==> config.mk <==
export PLATFORM = sky130hd
export DESIGN_NAME = cma_acc_div
export DESIGN_NICKNAME = d
export VERILOG_FILES = /design/src/hw/rtl/cma_pkg.sv /design/src/hw/rtl/cma_acc_div.sv
export SDC_FILE = /design/constraint.sdc
export NUM_CORES = 1
export LEC_CHECK = 0
export BUFFER_PORTS_ARGS = -buffer_cell sky130_fd_sc_hd__buf_2
export CAP_MARGIN = 40
export CORE_MARGIN = 2
export CORE_UTILIZATION = 61
export DETAILED_ROUTE_END_ITERATION = 8
export HOLD_SLACK_MARGIN = 0.03
export PLACE_DENSITY = 0.88
export SLEW_MARGIN = 5
export SYNTH_ARGS = -nofsm -noshare
export SYNTH_HDL_FRONTEND = slang
export SYNTH_SLANG_ARGS = --single-unit
==> constraint.sdc <==
create_clock -name clk -period 3.92 [get_ports clk]
set_input_delay 0.196 -clock clk [delete_from_list [all_inputs] [get_ports clk]]
set_output_delay 0.196 -clock clk [all_outputs]
set_load 0.02 [all_outputs]
==> src/hw/rtl/cma_pkg.sv <==
// Shared types and constants for the confusion matrix accumulator.
// Used by cma_acc_div and confusion_matrix_accumulator; depends on nothing.
`default_nettype none

package cma_pkg;

	localparam int CLASS_W         = 4;
	localparam int NUM_CLASSES_W   = 5;
	localparam logic [NUM_CLASSES_W-1:0] NUM_CLASSES_RST = 5'd16;
	localparam int OUT_W           = 32;
	localparam int ACC_FRAC_W      = 16;
	localparam int ACC_W           = ACC_FRAC_W + 1;
	localparam int ACC_STEP_W      = $clog2(ACC_FRAC_W + 1);

	localparam logic STATUS_OK    = 1'b0;
	localparam logic STATUS_RANGE = 1'b1;

	typedef enum logic [1:0] {
		OP_RECORD   = 2'd0,
		OP_CLEAR    = 2'd1,
		OP_READ     = 2'd2,
		OP_ACCURACY = 2'd3
	} op_t;

	typedef enum logic [3:0] {
		ST_IDLE  = 4'b0001,
		ST_RMW   = 4'b0010,
		ST_DIV   = 4'b0100,
		ST_CLEAR = 4'b1000
	} state_t;

endpackage

`default_nettype wire

==> src/hw/rtl/cma_acc_div.sv <==
// Serial restoring divider for the accuracy ratio, one quotient bit per cycle.
// Depends on cma_pkg for the fixed-point widths.
`default_nettype none

module cma_acc_div
	import cma_pkg::*;
#(
	parameter int CW = 32
) (
	input  wire logic             clk,
	input  wire logic             arst_n,
	input  wire logic             go,
	input  wire logic [CW-1:0]    dividend,
	input  wire logic [CW-1:0]    divisor,
	output logic                  done,
	output logic      [ACC_W-1:0] quot
);

	logic                  busy_q;
	logic                  done_q;
	logic [ACC_STEP_W-1:0] cnt_q;
	logic                  zero_q;
	logic [CW-1:0]         rem_q;
	logic [CW-1:0]         den_q;
	logic [ACC_W-1:0]      q_q;
	logic [ACC_W-1:0]      quot_q;

	logic [CW:0] rem2;
	logic [CW:0] diff;
	logic        ge;

	// The dividend never exceeds the divisor, so the remainder stays below the
	// divisor and doubling it fits in one extra bit. In the last cycle the same
	// compare decides the round-half-up.
	assign rem2 = {rem_q, 1'b0};
	assign diff = rem2 - {1'b0, den_q};
	assign ge   = (rem2 >= {1'b0, den_q});

	always_ff @(posedge clk or negedge arst_n) begin
		if (!arst_n) begin
			busy_q <= 1'b0;
			done_q <= 1'b0;
			cnt_q  <= '0;
		end else begin
			done_q <= 1'b0;
			if (go) begin
				busy_q <= 1'b1;
				cnt_q  <= ACC_STEP_W'(ACC_FRAC_W);
			end else if (busy_q) begin
				if (cnt_q != '0) begin
					cnt_q <= cnt_q - 1'b1;
				end else begin
					busy_q <= 1'b0;
					done_q <= 1'b1;
				end
			end
		end
	end

	always_ff @(posedge clk) begin
		if (go) begin
			zero_q <= (divisor == '0);
			den_q  <= divisor;
			if (dividend >= divisor) begin
				rem_q <= dividend - divisor;
				q_q   <= ACC_W'(1);
			end else begin
				rem_q <= dividend;
				q_q   <= '0;
			end
		end else if (busy_q) begin
			if (cnt_q != '0) begin
				rem_q <= ge ? diff[CW-1:0] : rem2[CW-1:0];
				q_q   <= {q_q[ACC_W-2:0], ge};
			end else begin
				quot_q <= zero_q ? '0 : (q_q + ACC_W'(ge));
			end
		end
	end

	assign done = done_q;
	assign quot = quot_q;

endmodule

`default_nettype wire

==> out/qor.txt <==
Outcome - finished, final reports clean
#FFs+latches synth - 106
Share of post-route cells with drive strength above 1 - 0.123
Starting DRT DRC Count - 725
Cell depth of the worst flop-to-flop path - 12
RePlAce Congestion - 0.947
Drt drc - 0
Initial antenna violation count - 0
Initial Utilization - 0.617
Core Area - 13700 sq um
Final Cycle Share - 0.903
# diodes - 0
DR vias - 7453
CTS Sinks - 106
WP data required - 4.00 ns
Post_cts resized - 0
Mapped Area - 8460 sq um
Clock Skew - 0.00686 ns
Root Driver - clkbuf_16
Final Setup Violations - 0
FILL cells - 1107
GRT Resource Usage Total - 0.284
Syn avg cell area - 8.83 sq um
Setup TNS - 0 ns
Period minus WS final - 3.54 ns
Vias in the first global route - 6851
Deepest clock path buffer count - 2
Critical Path AT - 3.62 ns
Global-route wire length before repair - 33.6 mm
Buffers on Ports - 84
Area contributors post-synth - edfxtp_1 35%, ha_1 10%, a21oi_1 5.9%, xnor2_1 4.0%, nand2_1 3.9%
Yosys top cell area share - 0.351
Worst Hold Depth - 1
Antenna Nets Post-Route - 0
1st-pass router iterations - 5
DPL Wire Length - 15.5 mm
Yosys top cell by area - edfxtp_1
Worst-margin pin slew - 0.566 ns
Die Ht - 122 um
Hold crit path type - in2reg
Number of distinct library cells after synthesis - 67
Grt total ovfl - 0
CTS tree - built
Crit end category - register
Die X - 122 um
WS Path Type - reg2reg
Site Rows - 43
Area Growth Syn to Fin - 10.2%
Achievable Freq - 0.282 GHz
CP startpoint kind - register
Pwr Density - 648 nW/um^2
Main synth FF type - edfxtp_1
Routed wire per std cell - 16.9 um
Non-Filler Instances - 1213
Total Power - 6.04 mW
Latest clock arrival within the worst-skew pair - 0.35 ns
Vias per inst - 6.14
Clock-pin slew on the worst setup and hold paths - 0.07 ns
Fin. Hold Viols - 0
Ys async rst share - 0.0660
Most frequent cells in the layout - 99 x a21oi_1, 99 x edfxtp_1, 87 x nand2_1
Drt total wl - 20.5 mm
CTS buffer count - 9
# IOs - 85
Sequential share of the synthesized area - 0.372
Placed cells - 1196
Lkg Pwr - 4.07 nW
Largest net degree at the start of global routing - 62
Synthesis Warnings - 0
Synth Instances - 958
Max-cap violation count - 0
Worst slew margin - 0.622
Number of enable flip-flop cells after synthesis - 99
CP max FO - 36
Slew Limit Fails - 0
RSZ-0062 raised after global routing - no
Die ar. - 14800 sq um
Mapped Nets - 1096
Nets@finish - 1166
VDD IR-drop max - 0.000295 V
Htree depth - 3
## worst max-delay path, cell delays in order (launching register included)
cell and delay (ns):
edfxtp_1 0.40, ha_1 0.41, a21oi_2 0.25, o21ai_1 0.09, a221o_1 0.31, a31o_1 0.25, a221oi_2 0.40, a21oi_4 0.09
buf_4 0.27, inv_4 0.30, nor2_1 0.09, a211oi_1 0.31, a21oi_1 0.07
## cell type report
type / count / area (sq um) / area share
well taps: 180 / 225 / 0.0242
clock buffers: 9 / 225 / 0.0242
repair buffers: 93 / 505 / 0.0542
clock inverters: 7 / 43.8 / 0.00470
flip-flops and latches: 106 / 3150 / 0.338
multi-input cells: 730 / 4840 / 0.519
inverters: 88 / 333 / 0.0357
## state kept, by name, indices dropped and copies added (netlist names)
signal  flops
rem_q      32
busy_q      1
q_q        17
quot       17
done        1
cnt_q       5
zero_q      1
den_q      32
## cells in the mapped netlist, types with 2 or more instances
library cell,n
inv_1,86
o21ai_1,15
buf_4,2
xor2_1,30
a311oi_1,4
nor2_1,78
buf_2,14
a31o_2,2
nand4_1,17
or2_2,2
o21a_1,11
a2bb2oi_1,6
o2111ai_1,2
and3_1,6
nand2_1,87
nor2b_1,29
a22oi_1,2
a21o_1,23
a211oi_1,16
o211a_1,3
and2_1,2
nand3_1,26
o31ai_1,8
o21bai_1,7
nand2b_1,12
a21oi_1,99
o311ai_0,2
fa_1,2
ha_1,69
a31oi_1,22
o21ai_0,45
xnor2_1,39
dfrtp_1,7
mux2i_1,6
nor3_1,8
o211ai_1,7
edfxtp_1,99
nor4_1,10
or3_1,6
nor3b_1,2
o21ba_2,2
clkbuf_1,18
## kinds of logic after synthesis
kind of cell    synth area share
fa+ha+maj                  0.107
xor+xnor                  0.0714
compound gates             0.217
flops                      0.372
mux                      0.00710
buf+inv                   0.0574
simple gates               0.168
## timing repair
action / CTS / global route
buffers inserted: 0 / 0
endpoints found under the hold margin: 7 / 0
hold buffers: 1 / 0
## final timing paths
kind / startpoint / end / slack, ns
min in group asynchronous: arst_n / cnt_q[3] / 0.21
hold reg to reg: cnt_q[4] / cnt_q[4] / 0.53
setup / recovery: rem_q[13] / rem_q[25] / 0.38
max in group asynchronous: arst_n / busy_q / 3.55
hold / removal: divisor[20] / den_q[20] / 0.06
setup reg to reg: rem_q[13] / rem_q[25] / 0.38
## power breakdown
part           internal [mW]  switching (mW)  total [mW]
Clock                  0.429           0.405       0.833
Sequential              1.66           0.220        1.88
Combinational           1.31            2.02        3.33
## through the flow
step           hold slack, ns  instance area [sq um]  worst slack, ns   util
2_1_floorplan         -0.0996                   8460            0.473      -
3_3_place_gp           0.0376                   9040            0.524  0.659
5_1_grt                0.0568                   9320            0.113  0.680
3_5_place_dp           0.0433                   9040            0.440  0.659
4_1_cts                0.0510                   9320            0.402  0.680
6_report               0.0566                   9320            0.378  0.680
## metal layers
| layer | track usage | vias up | wire, um |
|---|---|---|---|
| met4 | 0.0984 | 0 | 551 |
| met3 | 0.0398 | 48 | 1470 |
| li1 | - | 3610 | - |
| met5 | 0 | - | 0 |
| met2 | 0.449 | 326 | 9270 |
| met1 | 0.403 | 3469 | 9250 |
Note: power is estimated with default switching activity, not from simulation.
